--- src/rtl/core/swhm_pkg.sv ---
// Shared types and constants of the sliding window histogram match block.
package swhm_pkg;

  localparam int TYPE_W  = 2;
  localparam int COLOR_W = 8;
  localparam int AMT_W   = 11;
  localparam int TOTAL_W = 32;

  localparam logic [TYPE_W-1:0] REQ_LOAD    = 2'd0;
  localparam logic [TYPE_W-1:0] REQ_SYMBOL  = 2'd1;
  localparam logic [TYPE_W-1:0] REQ_RESTART = 2'd2;

  localparam int QUEUE_DEPTH = 2;
  localparam int QPTR_W      = $clog2(QUEUE_DEPTH);
  localparam int QCNT_W      = $clog2(QUEUE_DEPTH + 1);

  typedef struct packed {
    logic [AMT_W-1:0] req;
    logic [AMT_W-1:0] cnt;
  } count_entry_t;

  typedef struct packed {
    logic               match;
    logic               window_full;
    logic [TOTAL_W-1:0] match_total;
    logic               status;
  } result_t;

endpackage

--- src/rtl/core/swhm_if.sv ---


interface swhm_rsp_if import swhm_pkg::*; ();
  logic               valid;
  logic               ready;
  logic               match;
  logic               window_full;
  logic [TOTAL_W-1:0] match_total;
  logic               status;

  modport source (output valid, match, window_full, match_total, status, input ready);
  modport sink (input valid, match, window_full, match_total, status, output ready);
endinterface

--- src/rtl/core/swhm_out_queue.sv ---
// Two-entry result queue that drives the result channel.
module swhm_out_queue import swhm_pkg::*; (
  input  logic              clk,
  input  logic              rst,
  input  logic              push,
  input  result_t           push_data,
  output logic [QCNT_W-1:0] count,
  swhm_rsp_if.source        rsp
);

  result_t           entry [QUEUE_DEPTH];
  logic [QPTR_W-1:0] wr_ptr;
  logic [QPTR_W-1:0] rd_ptr;
  logic              pop;

  assign pop             = rsp.valid && rsp.ready;
  assign rsp.valid       = count != '0;
  assign rsp.match       = entry[rd_ptr].match;
  assign rsp.window_full = entry[rd_ptr].window_full;
  assign rsp.match_total = entry[rd_ptr].match_total;
  assign rsp.status      = entry[rd_ptr].status;

  always_ff @(posedge clk) begin
    if (push) begin
      entry[wr_ptr] <= push_data;
    end
  end

  always_ff @(posedge clk) begin
    if (rst) begin
      wr_ptr <= '0;
      rd_ptr <= '0;
      count  <= '0;
    end else begin
      if (push) begin
        wr_ptr <= QPTR_W'(wr_ptr + 1'b1);
      end
      if (pop) begin
        rd_ptr <= QPTR_W'(rd_ptr + 1'b1);
      end
      case ({push, pop})
        2'b10: count <= QCNT_W'(count + 1'b1);
        2'b01: count <= QCNT_W'(count - 1'b1);
        default: count <= count;
      endcase
    end
  end

endmodule

--- src/flat_wrapper.sv ---
// flat-port wrapper written by rule: the top's interface ports become plain ports
module swhm_out_queue_flat import swhm_pkg::*;
  (clk, rst, push, push_data, count, rsp_valid, rsp_match, rsp_window_full, rsp_match_total, rsp_status, rsp_ready);
  swhm_rsp_if rsp_i ();
  input  logic clk;
  input  logic rst;
  input  logic push;
  input  result_t push_data;
  output logic [QCNT_W-1:0] count;
  output wire logic [$bits(rsp_i.valid)-1:0] rsp_valid;
  output wire logic [$bits(rsp_i.match)-1:0] rsp_match;
  output wire logic [$bits(rsp_i.window_full)-1:0] rsp_window_full;
  output wire logic [$bits(rsp_i.match_total)-1:0] rsp_match_total;
  output wire logic [$bits(rsp_i.status)-1:0] rsp_status;
  input wire logic [$bits(rsp_i.ready)-1:0] rsp_ready;
  assign rsp_valid = rsp_i.valid;
  assign rsp_match = rsp_i.match;
  assign rsp_window_full = rsp_i.window_full;
  assign rsp_match_total = rsp_i.match_total;
  assign rsp_status = rsp_i.status;
  assign rsp_i.ready = rsp_ready;
  swhm_out_queue u_core (.clk(clk), .rst(rst), .push(push), .push_data(push_data), .count(count), .rsp(rsp_i));
endmodule
--- config.mk ---
export PLATFORM = sky130hd
export DESIGN_NAME = swhm_out_queue_flat
export DESIGN_NICKNAME = d
export VERILOG_FILES = /design/src/rtl/core/swhm_pkg.sv /design/src/rtl/core/swhm_if.sv /design/src/rtl/core/swhm_out_queue.sv /design/src/flat_wrapper.sv
export SDC_FILE = /design/constraint.sdc
export NUM_CORES = 1
export LEC_CHECK = 0
export ABC_CLOCK_PERIOD_IN_PS = 3000
export BUFFER_PORTS_ARGS = -buffer_cell sky130_fd_sc_hd__buf_2
export CORE_MARGIN = 8
export CORE_UTILIZATION = 50
export DETAILED_ROUTE_END_ITERATION = 8
export PLACE_DENSITY = 0.8
export SYNTH_ARGS = -nofsm -noshare
export SYNTH_HDL_FRONTEND = slang
export SYNTH_SLANG_ARGS = --single-unit
--- constraint.sdc ---
create_clock -name clk -period 3 [get_ports clk]
set_input_delay 0.15 -clock clk [delete_from_list [all_inputs] [get_ports clk]]
set_output_delay 0.15 -clock clk [all_outputs]
set_load 0.02 [all_outputs]
==> results_dict.tcl, run 1 <==
set metrics [dict create \
    status "finished clean" \
    nNetsFinal 272 \
    grt_pass1_wl_um 8090 \
    path_cells "mux2_2, buf_2" \
    synth_most_common_cell "edfxtp_1" \
    globalRouteTotalUtil_pct 12.7 \
    ir_drop_v 0.000491 \
    hp-start "push_data[9]" \
    p_per_area_mw_per_mm2 767 \
    drt_first_pass_iters 4 \
    fp.dieArea_mm2 0.00806 \
    fmax_mhz 513 \
    worst_slack_ps 1050 \
    path_class "flop to output port" \
    p_leak_nw 1.36 \
    rows 27 \
    slowest_delay_ps 880 \
    avgViaCountPerCell 4.79 \
    grt_pass1_vias 1670 \
    maxCapViolCount 0 \
    fp.dieH_um 89.8 \
    start_util_pct 50.7 \
    hold_depth 1 \
    tns_ps 0 \
    ys_seq_area_share_pct 80.9 \
    final-hold-violation-count 0 \
    cp_max_fo 35 \
    synth_area_leaders "edfxtp_1 77%, mux2_2 14%, dfxtp_1 3.7%, xnor2_1 0.97%, buf_2 0.74%" \
    clk_pin_slew_ps 70 \
    insertion_delay_ps 330 \
    dpl.cell_count 275 \
    layout-drive-gt1-share_pct 54.4 \
    cp_slowest_cell "dfxtp_2" \
    ys.flop_type "edfxtp_1" \
    cp-end-kind "output port" \
    async_reset_ff_share_pct 0 \
    detail-route-antenna-nets 0 \
    ys_ff_latch 75 \
    numCtsBuffers 9 \
    finalCritPeriodShare_pct 65.0 \
    worst_pin_slew_ps 1020 \
    synth_top_area_cell "edfxtp_1" \
    place.port_buffers 76 \
    rsz0062_at_grt "false" \
    synthCells 131 \
    min_path_type "primary input to flop" \
    reg2reg_slack_ps 1430 \
    start_kind "flop" \
    antenna_found_initial 1 \
    grt_max_degree 36 \
    htree_levels 3 \
    ioPinCount 77 \
    clock_skew_ps 6.32 \
    wl_per_cell_um 16.2 \
    yosysTopAreaCellShare_pct 77.2 \
    cts_max_path_buffers 2 \
    syn-num-nets 171 \
    cts.sinks 75 \
    routabilityCongestion 0.659 \
    first_iter_violations 81 \
    ff2ff_path_depth 1 \
    avgSynthCellArea_um2 20.8 \
    cts-root-buf "clkbuf_8" \
    tritoncts "yes" \
    min_to "u_core.entry[0][9]$_DFFE_PP_" \
    grt_remaining_overflow 0 \
    synth_commonest_cells "70 x edfxtp_1, 35 x mux2_2, 5 x dfxtp_1, 5 x nor2_1, 4 x buf_2" \
    finalWirelength_um 5040 \
    fin_cells 310 \
    relSlewSlack_pct 31.8 \
    die_x_um 89.8 \
    ys_types 15 \
    yosysWarnings 0 \
    p_total_mw 2.74 \
    post-place-ws_ps 1370 \
    min_period_ps 1950 \
    setup_viol 0 \
    reg2reg_to "u_core.entry[0][1]$_DFFE_PP_" \
    cts_resized 0 \
    critPathArrivalTime_ps 1800 \
    drv_slew 0 \
    hpwlAfterDp_um 3200 \
    areaGrowthSynthToFinish_pct 31.3 \
    synth_edf_count 70 \
    syn_area_mm2 0.00272 \
    drc_errors 0 \
    vias 1486 \
    crit_required_ps 2850 \
    timing.rr.start "u_core.wr_ptr$_SDFFE_PP0P_" \
    core_area_mm2 0.00537 \
    fill_cells 389 \
]
[placed cells by master, fill, tap and decap left out, types with 2 or more instances in the layout]
cell / count
nor2_1: 4
buf_2: 76
clkbuf_1: 2
xnor2_1: 3
dlygate4sd3_1: 18
clkbuf_8: 12
dfxtp_1: 4
mux2_2: 35
edfxtp_1: 70
[state kept, by name (all words and copies together), names as in the netlist, named ones only]
| signal | count |
|---|---|
| u_core.wr_ptr | 1 |
| u_core.count | 2 |
| u_core.entry | 70 |
| u_core.rd_ptr | 1 |
[metal layers]
metal  up-vias  GRT usage [%]  wire (um)
met5         -              0          0
met4         0           7.48         86
met3         9           5.15        364
met2        61           20.6       2440
met1       704           13.8       2140
li1        712              -          -
[how the worst max path moves through the flow]
stage                                     from                            to  slack [ps]
floorplan           u_core.wr_ptr$_SDFFE_PP0P_  u_core.entry[0][0]$_DFFE_PP_         760
global placement                          flop           rsp_match_total[24]        1370
detailed placement                        flop           rsp_match_total[27]        1370
CTS                                       flop           rsp_match_total[31]        1000
global route                              flop           rsp_match_total[24]         940
finish                                    flop            rsp_match_total[9]        1050
[what timing repair did]
item / in CTS / in global routing
endpoints found under the hold margin: 32 / 1
setup buffers: 0 / 0
hold buffers: 17 / 1
[worst max-delay path, delay by kind of cell (launching register included)]
| family | cells | cell delay, ps |
|---|---|---|
| flip-flops | 1 | 880 |
| multiplexers | 1 | 420 |
| buffers and inverters | 1 | 160 |
[kinds of logic after synthesis]
family	count (synthesis)	share of synthesized area, %
buffers and inverters	5	0.873
DFF	75	80.9
muxes	35	14.5
and+or+nand+nor	8	1.38
adders and majority gates	1	0.459
AOI/OAI and AO/OA	3	0.643
xor gates and xnor gates	4	1.29
[area by class of cell]
cell class | count | area [um^2] | share of cell area, %
well taps | 72 | 90.1 | 2.52
diodes | 1 | 2.50 | 0.0700
clock buffers | 14 | 173 | 4.83
clock inverters | 2 | 35.0 | 0.980
flip-flops and latches | 75 | 2200 | 61.7
inverters | 1 | 3.75 | 0.105
repair buffers | 94 | 561 | 15.7
multi-input cells | 51 | 505 | 14.1
[where the power goes]
group	internal [mW]	total [mW]	switching (mW)
clock	0.452	0.772	0.320
sequential	1.23	1.33	0.0970
combinational	0.300	0.639	0.338
[per-stage QoR]
stage          hold slack [ps]  util, %  area (um^2)
6_report                  12.0     66.5         3570
5_1_grt                   1.16     66.5         3570
4_1_cts                   1.13     66.3         3560
3_5_place_dp               341     59.3         3180
3_3_place_gp               337     59.3         3180
2_1_floorplan              219        -         2720
Power figures use the tool's default switching activity.
==> run 2, diff against run 1 <==
- ABC_CLOCK_PERIOD_IN_PS: 3000 -> 1600
- CORE_UTILIZATION: 50 -> 46
- PLACE_DENSITY: 0.8 -> 0.78
- clock period: 3 -> 1.6 ns (I/O delays scaled with it)
==> run 2 against run 1 <==
Against the previous run:
- global-route usage about the same
- utilization decreased by 1.0 points
- non-clock buffer count rose by 23
- via count rose by 5.6%
- final cell count rose by 8.1%
- sequential power grew 78%
- critical path depth grew 1
- critical path type unchanged
- highest routed layer unchanged
==> results_dict.tcl, run 2 (synthesized netlist as in run 1, its figures left out) <==
set metrics [dict create \
    grt_max_degree 31 \
    grt_pass1_wl_um 8430 \
    final_cell_mix "76 x buf_2, 70 x edfxtp_1, 36 x dlygate4sd3_1" \
    routabilityCongestion 0.668 \
    cts.sinks 75 \
    drt_first_pass_iters 4 \
    worst_pin_slew_ps 324 \
    maxCapViolCount 0 \
    areaGrowthSynthToFinish_pct 39.9 \
    clock_skew_ps 3.96 \
    min_path_type "primary input to flop" \
    fin_util_pct 65.5 \
    htree_levels 3 \
    crit_required_ps 1520 \
    rsz0062_at_grt "false" \
    path_cells "buf_4, mux2_2, buf_2" \
    reg_top3 "u_core.entry (70), u_core.count (2)" \
    largest_reg_flops 70 \
    ff2ff_path_depth 4 \
    rows 28 \
    detail-route-antenna-nets 0 \
    tritoncts "yes" \
    globalRouteTotalUtil_pct 12.7 \
    grt_pass1_vias 1805 \
    drv_slew 0 \
    first_iter_violations 51 \
    fmax_mhz 664 \
    num_antenna_cells 0 \
    min_period_ps 1510 \
    path_buf_inv 2 \
    postCtsSetupBuffers 0 \
    crit_family "buffers and inverters" \
    cp_max_fo 15 \
    insertion_delay_ps 330 \
    place.port_buffers 76 \
    die_x_um 92.9 \
    fp.dieArea_mm2 0.00864 \
    cp-end-kind "output port" \
    ioPinCount 77 \
    drc_errors 0 \
    finalCritPeriodShare_pct 94.2 \
    start_kind "flop" \
    clk_pin_slew_ps 70 \
    holdWs_ps 51.5 \
    status "finished clean" \
    nNetsFinal 295 \
    max_flop_register "u_core.entry" \
    vias 1569 \
    critPathArrivalTime_ps 1430 \
    cts_max_path_buffers 2 \
    setup_viol 0 \
    layout-drive-gt1-share_pct 51.5 \
    p_leak_nw 1.46 \
    antenna_found_initial 0 \
    wl_per_cell_um 15.6 \
    p_per_area_mw_per_mm2 1380 \
    cp_slowest_cell "mux2_2" \
    core_area_mm2 0.00582 \
    finalWirelength_um 5230 \
    mostFrequentLayoutCell "buf_2" \
    ir_drop_v 0.00104 \
    hpwlAfterDp_um 3310 \
    fp.dieH_um 92.9 \
    numCtsBuffers 9 \
    cts-root-buf "clkbuf_8" \
    hold_depth 3 \
    slowest_delay_ps 370 \
    final-hold-violation-count 0 \
    path_class "flop to output port" \
    grt_remaining_overflow 0 \
    cp.depth 3 \
    relSlewSlack_pct 78.4 \
    avgViaCountPerCell 4.68 \
    start_util_pct 46.8 \
]
[run 2: changes by cell type in the layout (fill, tap and decap cells not counted), sizes merged]
| cell | delta |
|---|---|
| clkinv | +1 |
| diode | -1 |
| clkbuf | -3 |
| dlygate4sd3 | +18 |
| clkinvlp | +1 |
| bufinv | +1 |
| buf | +5 |
[run 2: stage by stage]
stage	instances	setup TNS (ps)	total power [mW]	instance area (um^2)	setup WS (ps)
6_report	335	0	5.27	3810	93.2
5_1_grt	335	0	5.52	3810	32.8
4_1_cts	335	0	5.33	3810	24.4
3_5_place_dp	283	0	3.75	3240	165
3_3_place_gp	283	0	3.74	3240	223
2_1_floorplan	131	-2190	3.33	2730	-62.6
[run 2: path summary, 6_finish.rpt]
path,end,start,slack [ps]
setup / recovery,rsp_match_total[22],flop,90
hold / removal,u_core.wr_ptr$_SDFFE_PP0P_,push,50
setup reg to reg,u_core.count[1]$_SDFFE_PP0P_,u_core.count[0]$_SDFFE_PP0P_,160
hold reg to reg,u_core.count[1]$_SDFFE_PP0P_,u_core.count[1]$_SDFFE_PP0P_,530
[run 2: routing by layer]
layer / GRT usage [%] / vias to the layer above / wire (um)
met2: 22.1 / 57 / 2690
met1: 13.7 / 747 / 2120
met5: 0 / - / 0
met4: 5.64 / 0 / 62
met3: 4.45 / 10 / 370
li1: - / 755 / -
[run 2: worst reg2reg max path: cells and delay by family (launching register included)]
family | cells | cell delay (ps)
AOI/OAI and AO/OA | 2 | 340
adders and majority gates | 1 | 320
DFF | 1 | 350
and+or+nand+nor | 1 | 350
[run 2: cell type report]
class | instances | area [um^2]
Clock buffer | 11 | 131
Fill cell | 417 | 2010
Sequential cell | 75 | 2200
Multi-Input combinational cell | 51 | 505
Tap cell | 75 | 93.8
Clock inverter | 5 | 77.6
Inverter | 1 | 3.75
Timing Repair Buffer | 117 | 795
[run 2: repair_timing]
action,4_1_cts,5_1_grt
endpoints found under the hold margin,75,0
resized for setup,0,1
endpoints found under the setup margin,0,14
hold buffers,36,0
[run 2: power by group]
group	switching, mW	internal (mW)
sequential	0.0622	2.31
combinational	0.771	0.631
clock	0.624	0.874
==> run 3, diff against run 2 <==
- CORE_MARGIN: 8 -> 4
==> run 3 against run 2 <==
Against the previous run:
- combinational power hardly changed
- critical endpoint is now u_core.count[1]$_SDFFE_PP0P_
- sequential power hardly changed
- routed wire length hardly changed
==> results_dict.tcl, run 3 (synthesized netlist as in run 1, its figures left out) <==
set metrics [dict create \
    status "finished clean" \
    hpwlAfterDp_um 3270 \
    postCtsSetupBuffers 0 \
    fin_cells 333 \
    rows 27 \
    dr_wl_met2_um 2890 \
    grt_pass1_wl_um 8360 \
    largest_reg_flops 70 \
    timing.rr.start "u_core.count[1]$_SDFFE_PP0P_" \
    fmax_mhz 667 \
    hp-start "push" \
    start_util_pct 48.5 \
    vias 1602 \
    cts_max_path_buffers 2 \
    seqPwrFrac_pct 45.9 \
    p_leak_nw 1.45 \
    clk_pin_slew_ps 70 \
    die_x_um 84.9 \
    cp_max_fo 5 \
    final_cell_mix "76 x buf_2, 70 x edfxtp_1, 36 x dlygate4sd3_1" \
    worst_slack_ps 101 \
    min_to "u_core.wr_ptr$_SDFFE_PP0P_" \
    ioPinCount 77 \
    cts_resized 0 \
    ir_drop_v 0.000953 \
    maxCapViolCount 0 \
    cts-root-buf "clkbuf_8" \
    clkPwrFrac_pct 26.7 \
    comb_power_share_pct 27.4 \
    max_flop_register "u_core.entry" \
    dpl.cell_count 281 \
    p_sw_mw 1.51 \
    wl_per_cell_um 15.7 \
    hold_depth 3 \
    tns_ps 0 \
    insertion_delay_ps 330 \
    finalCritPeriodShare_pct 93.7 \
    fp.dieArea_mm2 0.00721 \
    cts.sinks 75 \
    min_period_ps 1500 \
    fill_cells 405 \
    crit_required_ps 1870 \
    p_int_mw 3.68 \
    post-place-ws_ps 135 \
    place.port_buffers 76 \
    rsz0062_at_grt "false" \
    drc_errors 0 \
    first_iter_violations 51 \
    wl_met3_um 304 \
    ctsHoldBuffers 36 \
    grt_max_degree 27 \
    htree_levels 3 \
    routabilityCongestion 0.679 \
    nNetsFinal 296 \
    detail-route-antenna-nets 0 \
    core_area_mm2 0.00561 \
    tritoncts "yes" \
    wl_met1_um 1980 \
    topRoutingLayerUsed "met4" \
    numCtsBuffers 9 \
    final_area_mm2 0.00381 \
    avgViaCountPerCell 4.81 \
    placed_area_mm2 0.00325 \
    min_path_type "primary input to flop" \
    worst_pin_slew_ps 312 \
    grt_remaining_overflow 0 \
    mostFrequentLayoutCell "buf_2" \
    sw_frac_of_total_pct 29.1 \
    areaGrowthSynthToFinish_pct 39.8 \
    p_per_area_mw_per_mm2 1360 \
    finalWirelength_um 5230 \
    setup_viol 0 \
    reg2reg_to "u_core.count[1]$_SDFFE_PP0P_" \
    ff2ff_path_depth 4 \
    reg_top3 "u_core.entry (70), u_core.count (2)" \
    fp.dieH_um 84.9 \
    cp-end-kind "flop" \
    clock_skew_ps 5.36 \
    start_kind "flop" \
    path_class "flop to flop" \
    critPathArrivalTime_ps 1770 \
    antenna_found_initial 0 \
    reg2reg_slack_ps 100 \
    num_antenna_cells 0 \
    drv_slew 0 \
    final-hold-violation-count 0 \
    holdWs_ps 39.1 \
    globalRouteTotalUtil_pct 15.3 \
    relSlewSlack_pct 79.2 \
    fin_util_pct 67.9 \
    layout-drive-gt1-share_pct 52.1 \
    grt_pass1_vias 1716 \
    drt_first_pass_iters 4 \
    p_total_mw 5.19 \
]
## run 3: cell types whose count changed in the layout (fill, tap and decap cells not counted), sizes merged
cell / delta
bufinv: -1
buf: +1
clkinvlp: +2
clkbuf: -1
## run 3: worst max-delay path, stage by stage (launching register included)
cell and delay, ps:
dfxtp_1 360, o21a_1 230, ha_1 330, or3_1 370, a21oi_1 140
## run 3: power groups by stage
stage          sequential [mW]  clock (mW)  combinational, mW
2_1_floorplan             2.42           0              0.903
3_5_place_dp              2.42           0               1.37
5_1_grt                   2.40        1.54               1.53
6_report                  2.38        1.39               1.42
3_3_place_gp              2.41           0               1.35
4_1_cts                   2.38        1.43               1.44
## run 3: worst max path at each step
stage                                      start                            to  slack, ps  depth (start not counted)
CTS                                         flop           rsp_match_total[29]        100                          3
global route        u_core.count[1]$_SDFFE_PP0P_  u_core.count[1]$_SDFFE_PP0P_         50                          5
floorplan             u_core.wr_ptr$_SDFFE_PP0P_  u_core.entry[0][0]$_DFFE_PP_        -60                          1
global placement    u_core.count[0]$_SDFFE_PP0P_  u_core.count[1]$_SDFFE_PP0P_        220                          4
detailed placement  u_core.count[0]$_SDFFE_PP0P_  u_core.count[1]$_SDFFE_PP0P_        130                          4
finish              u_core.count[1]$_SDFFE_PP0P_  u_core.count[1]$_SDFFE_PP0P_        100                          4
## run 3: routing by layer
layer	vias to the layer above	global-route usage, %
met5	-	0
met4	0	5.18
met3	7	5.15
met2	54	27.9
met1	783	16.7
li1	758	-
## run 3: layout make-up
type / count / area [um^2] / area share, %
Timing Repair Buffer: 118 / 811 / 21.3
Sequential cell: 75 / 2200 / 57.9
Tap cell: 72 / 90.1 / 2.37
Multi-Input combinational cell: 51 / 505 / 13.3
Inverter: 1 / 3.75 / 0.0986
Clock buffer: 10 / 128 / 3.35
Clock inverter: 6 / 66.3 / 1.74
